**src/rtl/core/kla_pkg.sv**
```systemverilog
`timescale 1ns / 1ps

package kla_pkg;

	localparam int KEY_W     = 56;
	localparam int KEY_BYTES = 7;
	localparam int KEY_USED  = (KEY_BYTES > 7) ? 7 : KEY_BYTES;
	localparam logic [KEY_W-1:0] KEY_MASK = {KEY_W{1'b1}} << (KEY_W - 8 * KEY_USED);

	localparam int CNT_W = 4;
	localparam logic [CNT_W-1:0] RELOAD_RST = 4'd10;

	localparam int ADDR_W = 3;
	localparam logic [0:0] REG_ALARM_RELOAD = 1'b0;

	typedef enum logic [1:0] {
		KIND_KEY    = 2'd0,
		KIND_TICK   = 2'd1,
		KIND_CHARGE = 2'd2,
		KIND_UNLOCK = 2'd3
	} kind_t;

	typedef enum logic [2:0] {
		OUT_NONE     = 3'd0,
		OUT_MISMATCH = 3'd1,
		OUT_UNLOCKED = 3'd2,
		OUT_NO_OBJ   = 3'd3,
		OUT_LOCKED   = 3'd4,
		OUT_IGNORED  = 3'd5,
		OUT_COUNT    = 3'd6,
		OUT_ALARM    = 3'd7
	} outcome_t;

	typedef enum logic [1:0] {
		BEEP_OFF  = 2'd0,
		BEEP_WARN = 2'd1,
		BEEP_OK   = 2'd2,
		BEEP_RSVD = 2'd3
	} beep_t;

	typedef struct packed {
		logic             locked;
		logic             waiting;
		logic             charging;
		logic             alarm;
		logic [KEY_W-1:0] stored_key;
		logic [CNT_W-1:0] count;
		logic             object_seen;
	} state_t;

	typedef struct packed {
		outcome_t         outcome;
		beep_t            beep;
		logic             publish;
		logic [KEY_W-1:0] key_out;
	} result_t;

endpackage

```
**src/rtl/core/kla_cfg.sv**
```systemverilog
`timescale 1ns / 1ps

module kla_cfg (
	input  logic                         clk,
	input  logic                         arst_n,
	input  logic                         psel,
	input  logic                         penable,
	input  logic                         pwrite,
	input  logic [kla_pkg::ADDR_W-1:0]   paddr,
	input  logic [31:0]                  pwdata,
	output logic [31:0]                  prdata,
	output logic                         pready,
	output logic [kla_pkg::CNT_W-1:0]    alarm_reload
);

	logic [kla_pkg::CNT_W-1:0] reload_q;
	logic                      sel_reload;

	assign sel_reload = (paddr[kla_pkg::ADDR_W-1] == kla_pkg::REG_ALARM_RELOAD);

	always_ff @(posedge clk or negedge arst_n) begin
		if (!arst_n) begin
			reload_q <= kla_pkg::RELOAD_RST;
		end else if (psel && penable && pwrite && pready && sel_reload) begin
			reload_q <= pwdata[kla_pkg::CNT_W-1:0];
		end
	end

	assign pready       = 1'b1;
	assign prdata       = sel_reload ? {{(32 - kla_pkg::CNT_W){1'b0}}, reload_q} : 32'd0;
	assign alarm_reload = reload_q;

endmodule

```
**src/rtl/core/kla_step.sv**
```systemverilog
`timescale 1ns / 1ps

module kla_step (
	input  kla_pkg::state_t                cur,
	input  logic [1:0]                     kind,
	input  logic [kla_pkg::KEY_W-1:0]      key,
	input  logic                           object_present,
	input  logic                           charge_on,
	input  logic [kla_pkg::CNT_W-1:0]      alarm_reload,
	output kla_pkg::state_t                nxt,
	output kla_pkg::result_t               res
);

	logic [kla_pkg::KEY_W-1:0] key_m;
	logic [kla_pkg::KEY_W-1:0] key_cmp;
	logic [kla_pkg::CNT_W-1:0] dec;
	logic                      dec_warn;
	logic                      rld_warn;

	assign key_m    = key & kla_pkg::KEY_MASK;
	// an unlock request presents the stored key
	assign key_cmp  = (kind == kla_pkg::KIND_UNLOCK) ? cur.stored_key : key_m;
	assign dec      = cur.count - 4'd1;
	assign dec_warn = (dec == 4'd2) || (dec == 4'd4) || (dec == 4'd8);
	// reload also warns when it happens to be a step down by one onto 8, 4 or 2
	assign rld_warn = (cur.count == (alarm_reload + 4'd1))
			&& ((alarm_reload == 4'd2) || (alarm_reload == 4'd4) || (alarm_reload == 4'd8));

	always_comb begin
		nxt             = cur;
		res.outcome     = kla_pkg::OUT_NONE;
		res.beep        = kla_pkg::BEEP_OFF;
		res.publish     = 1'b0;
		if (cur.alarm) begin
			res.outcome = kla_pkg::OUT_ALARM;
		end else begin
			case (kla_pkg::kind_t'(kind))
				kla_pkg::KIND_TICK: begin
					nxt.object_seen = object_present;
					if (cur.locked && !object_present) begin
						nxt.count = dec;
						if (dec == '0) begin
							nxt.charging = 1'b0;
							nxt.locked   = 1'b0;
							nxt.alarm    = 1'b1;
							res.outcome  = kla_pkg::OUT_ALARM;
						end else begin
							res.outcome = kla_pkg::OUT_COUNT;
							if (dec_warn) begin
								res.beep = kla_pkg::BEEP_WARN;
							end
						end
					end else if (cur.count != alarm_reload) begin
						nxt.count = alarm_reload;
						if (rld_warn) begin
							res.beep = kla_pkg::BEEP_WARN;
						end
					end
				end
				kla_pkg::KIND_CHARGE: begin
					if (cur.locked) begin
						nxt.charging = charge_on;
					end else begin
						res.outcome = kla_pkg::OUT_IGNORED;
					end
				end
				kla_pkg::KIND_KEY, kla_pkg::KIND_UNLOCK: begin
					if (cur.locked) begin
						if (key_cmp != cur.stored_key) begin
							res.outcome = kla_pkg::OUT_MISMATCH;
							res.beep    = kla_pkg::BEEP_WARN;
						end else begin
							nxt.charging = 1'b0;
							nxt.locked   = 1'b0;
							nxt.waiting  = 1'b1;
							res.outcome  = kla_pkg::OUT_UNLOCKED;
							res.beep     = kla_pkg::BEEP_OK;
							res.publish  = 1'b1;
						end
					end else if (kind == kla_pkg::KIND_KEY && cur.waiting) begin
						if (!cur.object_seen) begin
							res.outcome = kla_pkg::OUT_NO_OBJ;
							res.beep    = kla_pkg::BEEP_WARN;
						end else begin
							nxt.stored_key = key_m;
							nxt.waiting    = 1'b0;
							nxt.locked     = 1'b1;
							nxt.charging   = 1'b1;
							res.outcome    = kla_pkg::OUT_LOCKED;
							res.beep       = kla_pkg::BEEP_OK;
							res.publish    = 1'b1;
						end
					end else begin
						res.outcome = kla_pkg::OUT_IGNORED;
					end
				end
				default: begin
					res.outcome = kla_pkg::OUT_IGNORED;
				end
			endcase
		end
		res.key_out = res.publish ? nxt.stored_key : '0;
	end

endmodule

```
**src/rtl/core/key_locker_alarm_controller_core.sv**
```systemverilog
`timescale 1ns / 1ps
// Key locker alarm controller.
// Input channel (in_valid / in_stall) carries one event word: kind, key,
// object_present, charge_on. Output channel (out_valid / out_stall) carries
// one result word per event: outcome, beep, the state flags after the event,
// publish, key_out and count_out.
// A word is taken at a rising edge with valid high and stall low.
// An accepted event is held in the input register; its result is written
// into the output register when that is empty or not stalled. Throughput
// is one event per cycle while out_stall is low; the state update is a
// single compare-and-select pass between the input and output registers.
// When out_stall holds the output register full, the input register keeps
// its word and in_stall rises, so one further word is buffered at most.
// The APB port holds alarm_reload at address 0; write it only while idle.
// Reset: unlocked and waiting, charge off, alarm clear, stored key zero,
// countdown 10, alarm_reload 10, both channels empty.
module key_locker_alarm_controller_core (
	input  logic                              clk,
	input  logic                              arst_n,
	input  logic                              psel,
	input  logic                              penable,
	input  logic                              pwrite,
	input  logic [kla_pkg::ADDR_W-1:0]        paddr,
	input  logic [31:0]                       pwdata,
	output logic [31:0]                       prdata,
	output logic                              pready,
	input  logic                              in_valid,
	output logic                              in_stall,
	input  logic [1:0]                        kind,
	input  logic [kla_pkg::KEY_W-1:0]         key,
	input  logic                              object_present,
	input  logic                              charge_on,
	output logic                              out_valid,
	input  logic                              out_stall,
	output logic [2:0]                        outcome,
	output logic [1:0]                        beep,
	output logic                              is_locked,
	output logic                              is_waiting,
	output logic                              is_charging,
	output logic                              alarm_on,
	output logic                              publish,
	output logic [kla_pkg::KEY_W-1:0]         key_out,
	output logic [kla_pkg::CNT_W-1:0]         count_out
);

	logic [kla_pkg::CNT_W-1:0] alarm_reload;

	logic                      valid_s1;
	logic [1:0]                kind_s1;
	logic [kla_pkg::KEY_W-1:0] key_s1;
	logic                      present_s1;
	logic                      charge_s1;

	logic                      valid_s2;
	kla_pkg::result_t          res_s2;
	kla_pkg::state_t           flags_s2;

	kla_pkg::state_t           state_q;
	kla_pkg::state_t           nxt;
	kla_pkg::result_t          res;

	logic                      load;
	logic                      advance;

	kla_cfg u_cfg (
		.clk          (clk),
		.arst_n       (arst_n),
		.psel         (psel),
		.penable      (penable),
		.pwrite       (pwrite),
		.paddr        (paddr),
		.pwdata       (pwdata),
		.prdata       (prdata),
		.pready       (pready),
		.alarm_reload (alarm_reload)
	);

	kla_step u_step (
		.cur            (state_q),
		.kind           (kind_s1),
		.key            (key_s1),
		.object_present (present_s1),
		.charge_on      (charge_s1),
		.alarm_reload   (alarm_reload),
		.nxt            (nxt),
		.res            (res)
	);

	assign advance  = valid_s1 && (!valid_s2 || !out_stall);
	assign in_stall = valid_s1 && !advance;
	assign load     = in_valid && !in_stall;

	always_ff @(posedge clk or negedge arst_n) begin
		if (!arst_n) begin
			valid_s1 <= 1'b0;
		end else if (load) begin
			valid_s1 <= 1'b1;
		end else if (advance) begin
			valid_s1 <= 1'b0;
		end
	end

	always_ff @(posedge clk) begin
		if (load) begin
			kind_s1    <= kind;
			key_s1     <= key;
			present_s1 <= object_present;
			charge_s1  <= charge_on;
		end
	end

	always_ff @(posedge clk or negedge arst_n) begin
		if (!arst_n) begin
			state_q.locked      <= 1'b0;
			state_q.waiting     <= 1'b1;
			state_q.charging    <= 1'b0;
			state_q.alarm       <= 1'b0;
			state_q.stored_key  <= '0;
			state_q.count       <= kla_pkg::RELOAD_RST;
			state_q.object_seen <= 1'b0;
		end else if (advance) begin
			state_q <= nxt;
		end
	end

	always_ff @(posedge clk or negedge arst_n) begin
		if (!arst_n) begin
			valid_s2 <= 1'b0;
		end else if (advance) begin
			valid_s2 <= 1'b1;
		end else if (!out_stall) begin
			valid_s2 <= 1'b0;
		end
	end

	always_ff @(posedge clk) begin
		if (advance) begin
			res_s2   <= res;
			flags_s2 <= nxt;
		end
	end

	assign out_valid   = valid_s2;
	assign outcome     = res_s2.outcome;
	assign beep        = res_s2.beep;
	assign publish     = res_s2.publish;
	assign key_out     = res_s2.key_out;
	assign is_locked   = flags_s2.locked;
	assign is_waiting  = flags_s2.waiting;
	assign is_charging = flags_s2.charging;
	assign alarm_on    = flags_s2.alarm;
	assign count_out   = flags_s2.count;

	// once latched, the alarm holds until reset
	a_alarm_sticky: assert property (@(posedge clk) disable iff (!arst_n)
		state_q.alarm |=> state_q.alarm)
		else $error("alarm latch released");

	a_lock_excl: assert property (@(posedge clk) disable iff (!arst_n)
		!(state_q.locked && state_q.waiting))
		else $error("locked and waiting at once");

	a_alarm_safe: assert property (@(posedge clk) disable iff (!arst_n)
		state_q.alarm |-> (!state_q.locked && !state_q.charging))
		else $error("alarm with lock or charge on");

	a_publish: assert property (@(posedge clk) disable iff (!arst_n)
		(valid_s2 && res_s2.publish) |->
			(res_s2.outcome == kla_pkg::OUT_LOCKED || res_s2.outcome == kla_pkg::OUT_UNLOCKED))
		else $error("publish on an event that neither locks nor unlocks");

	a_no_overrun: assert property (@(posedge clk) disable iff (!arst_n)
		(valid_s2 && out_stall) |=> (valid_s2 && $stable(res_s2)))
		else $error("stalled result word overwritten");

endmodule
```
**config.mk**
```make
export PLATFORM = sky130hd
export DESIGN_NAME = key_locker_alarm_controller_core
export DESIGN_NICKNAME = d
export VERILOG_FILES = /design/src/rtl/core/kla_pkg.sv /design/src/rtl/core/kla_cfg.sv /design/src/rtl/core/kla_step.sv /design/src/rtl/core/key_locker_alarm_controller_core.sv
export SDC_FILE = /design/constraint.sdc
export NUM_CORES = 1
export LEC_CHECK = 0
export BUFFER_PORTS_ARGS = -buffer_cell sky130_fd_sc_hd__buf_2
export CAP_MARGIN = 10
export CORE_MARGIN = 2
export CORE_UTILIZATION = 25
export CTS_CLUSTER_SIZE = 30
export DETAILED_ROUTE_END_ITERATION = 8
export PLACE_DENSITY_LB_ADDON = 0.3
export SLEW_MARGIN = 20
export SYNTH_ARGS = -nofsm -noshare
export SYNTH_HDL_FRONTEND = slang
export SYNTH_SLANG_ARGS = --single-unit
export TNS_END_PERCENT = 50
```
**constraint.sdc**
```tcl
create_clock -name clk -period 8.5 [get_ports clk]
set_clock_uncertainty 0.2 [all_clocks]
set_input_delay 1.275 -clock clk [delete_from_list [all_inputs] [get_ports clk]]
set_output_delay 1.275 -clock clk [all_outputs]
set_load 0.05 [all_outputs]
```
==> metrics.md <==
| Metric | Value |
|---|---|
| Outcome | `completed` |
| Cts hold-fix bufs | `0` |
| Syn Std Cell Area | `about 8700 µm²` |
| Netlist cell types | `45` |
| Reg2Reg Depth | `7` |
| Internal | `~1.8 mW` |
| Clk pwr share | `0.400` |
| Async SR Flop Fraction | `0.353` |
| Post-CTS Resized | `0` |
| WP buf/inv | `1` |
| DRC Markers | `0` |
| Syn-to-layout area delta | `21.2%` |
| Cells along the critical path | `xor2_1 > nor4_1 > nand4_1 > nor4_1 > o211a_2 > buf_4 > a22o_1` |
| Final Routed Wirelength | `~21,000 µm` |
| Core area | `roughly 34,000 µm²` |
| Crit path DAT | `approximately 3.8 ns` |
| Post-CTS setup buffer count | `0` |
| Post-DP Area | `9800 µm²` |
| IO Pins | `207` |
| Power share of the combinational group | `0.125` |
| Finished Layout Cells | `roughly 1,200` |
| Commonest non-fill, non-tap cell in the layout | `buf_2` |
| Total global-route track usage | `0.117` |
| Final Cell Area | `about 11,000 µm²` |
| Hold Path Stages | `1` |
| Static leakage power | `4.63 nW` |
| VDD IR max | `0.000118 V` |
| Worst-skew pair later-pin latency | `~0.52 ns` |
| Site row count | `between 60 and 70` |
| Yosys reg bits | `201` |
| Number of CTS-inserted buffers | `25` |
| Final ANT Viol Nets | `0` |
| Bufs on Longest Clock Path | `3` |
| CTS tree | `yes` |
| Fill count | `between 3,000 and 4,000` |
| WHS | `0.301 ns` |
| IO Port Bufs | `147` |
| Hold Crit Class | `flip-flop to flip-flop` |
| WHS Endpoint | `out_valid` |
| Synth warn | `0` |
| RSZ-0062 raised after global routing | `no` |
| Average size of a mapped cell | `14.6 µm²` |
| Power consumption | `2.46 mW` |
| Critical path class | `flip-flop to flip-flop` |
| Cells after DPL | `1,175` |
| GPL Wtd Cong | `approximately 0.76` |
| Die Ht | `191 µm` |
| Fin crit period | `~3.7 ns` |
| Initial Util | `0.253` |
| Routed vias | `5,208` |
| Net Switching | `0.699 mW` |
| RR Startpoint | `key_s1[37]` |
| Max-slew violations | `0` |
| EDFF count, synth | `130` |
| Area of the multi-input gates | `~2700 µm²` |
| H-tree levels | `1` |
| FF/Latch Area | `~5700 µm²` |
| Mapped Cells | `598` |
| FF-to-FF setup slack | `roughly 4.8 ns` |
| Power Density | `between 200 and 250 nW/µm²` |
| Drt pass-1 iters | `4` |
| Dpl hpwl | `between 10,000 and 15,000 µm` |
| Final hold viol count | `0` |
| Vias in the first global route | `around 5,200` |
| RR Endpoint | `key_out[51]` |
| Final setup fails | `0` |
| Clk sinks | `between 200 and 250` |
| CP endpoint kind | `flip-flop` |
| Fin Setup TNS | `0 ns` |
| Vias per inst | `about 4.3` |
| DR iter-0 viols | `220` |
| First-pass GRT wire length | `between 30,000 and 40,000 µm` |
| Worst-path clk slew | `about 0.06 ns` |
| Worst slew pin tran | `slightly below 1 ns` |
| Full die area | `36,400 µm²` |
| CP top delay family | `simple AND/OR/NAND/NOR gates` |
| Slowest cell on crit path | `nor4_1` |
| CP most frequent cell | `nor4_1` |
| Most frequent cells in the layout | `buf_2, edfxtp_1, dfrtp_1` |
| GR Overflow Total | `0` |
| Switching Fraction | `0.284` |
| Worst setup SP type | `flip-flop` |
| Final setup margin | `slightly below 5 ns` |
| Fin util | `0.307` |
| Root buffer cell | `clkbuf_16` |
| Worst slack at placement | `4.62 ns` |
| Slowest stage delay, CP | `between 0.6 and 0.7 ns` |
| Seq pwr share | `0.474` |
| Slew HR | `0.341` |
| Max-cap check violation count | `0` |
| Sequential area share after synthesis | `0.652` |
| CP Max Fanout | `55` |
| Die X | `about 190 µm` |
| WL/cell | `17.5 µm` |
| Pin count of the biggest net entering global routing | `61` |
| Layout Nets | `860` |
| Hold Crit Start | `valid_s1` |
| Layout cells sized above 1 | `0.350` |
| Peak Freq | `around 270 MHz` |
| Initial antenna violation count | `2` |
| Critical Path RT | `between 8 and 9 ns` |
| Period utilisation layout | `0.431` |
| Post-synth top flop | `edfxtp_1` |
==> kinds of logic (layout without fill, tap and decap cells) <==
group | Yosys count | in the layout | share of synthesized area
adder cells (fa/ha/maj) | 11 | 11 | 0.0158
AND/OR/NAND/NOR | 97 | 97 | 0.0557
AO/OA/AOI/OAI | 96 | 96 | 0.0865
XOR/XNOR | 61 | 61 | 0.0613
other | 2 | 31 | 0.000861
multiplexers | 61 | 61 | 0.0788
flip-flops | 201 | 201 | 0.652
buffers and inverters | 69 | 210 | 0.0488
==> power groups by stage <==
| stage | clock network, mW | logic, mW | registers (mW) |
|---|---|---|---|
| 2_1_floorplan | 0 | 0.166 | 1.25 |
| 3_3_place_gp | 0 | 0.312 | 1.18 |
| 3_5_place_dp | 0 | 0.314 | 1.18 |
| 4_1_cts | 1.02 | 0.315 | 1.17 |
| 5_1_grt | 1.06 | 0.335 | 1.17 |
| 6_report | 0.984 | 0.308 | 1.17 |
==> synthesized netlist by cell type (3+ instances only) <==
master      n  area share
buf_6       6      0.0077
buf_4      31       0.027
o21ai_0     8      0.0046
nand2_1    23      0.0099
dfstp_2     5       0.015
nand3_1     4      0.0023
nand2b_1    8      0.0057
xor2_1     57       0.057
edfxtp_1  130        0.45
mux2_2     61       0.079
nor2b_1     4      0.0029
a31oi_1     3      0.0022
xnor2_1     4      0.0040
buf_2       4      0.0023
clkbuf_1   16      0.0069
a22o_1     57       0.057
ha_1       11       0.016
nor4_1     15       0.011
nor2_1     27       0.012
inv_1      11      0.0047
and2_1      3      0.0022
dfrtp_1    66        0.19
a21oi_1    12      0.0069
nor3_1      3      0.0017
nand4_1     3      0.0022
==> sequential cells by signal, summed over array words and instances (netlist names), 2 cells and up <==
register / flops
state_q: 65
key_out: 56
count_out: 4
outcome: 3
u_cfg.alarm_reload: 4
kind_s1: 2
beep: 2
key_s1: 56
==> metal layers <==
metal / GRT usage / part of all wire / vias to the layer above / wire [µm]
li1: - / - / 2456 / -
met1: 0.168 / 0.48 / 2586 / 10300
met2: 0.180 / 0.45 / 136 / 9650
met3: 0.0237 / 0.049 / 30 / 1050
met4: 0.0298 / 0.019 / 0 / 396
met5: 0 / 0 / - / 0
==> worst max-delay path by stage <==
| stage | endpoint | slack, ns | start | cells after the start |
|---|---|---|---|---|
| after global routing | key_out[5] | 4.54 | key_s1[37] | 7 |
| after floorplan | state_q[10] | 3.98 | out_stall | 7 |
| after detailed placement | state_q[23] | 4.62 | out_stall | 6 |
| after CTS | key_out[51] | 4.63 | key_s1[37] | 7 |
| after global placement | state_q[40] | 4.63 | out_stall | 6 |
| final | key_out[51] | 4.83 | key_s1[37] | 7 |
==> cell type report <==
class	instances	area share
Inverter	12	0.00438
Multi-Input combinational cell	355	0.257
Clock inverter	15	0.00888
Tap cell	455	0.0539
Antenna cell	2	0.000474
Timing Repair Buffer	152	0.0734
Clock buffer	31	0.0632
Sequential cell	201	0.538
No activity file was read; power rests on OpenSTA's default activity.
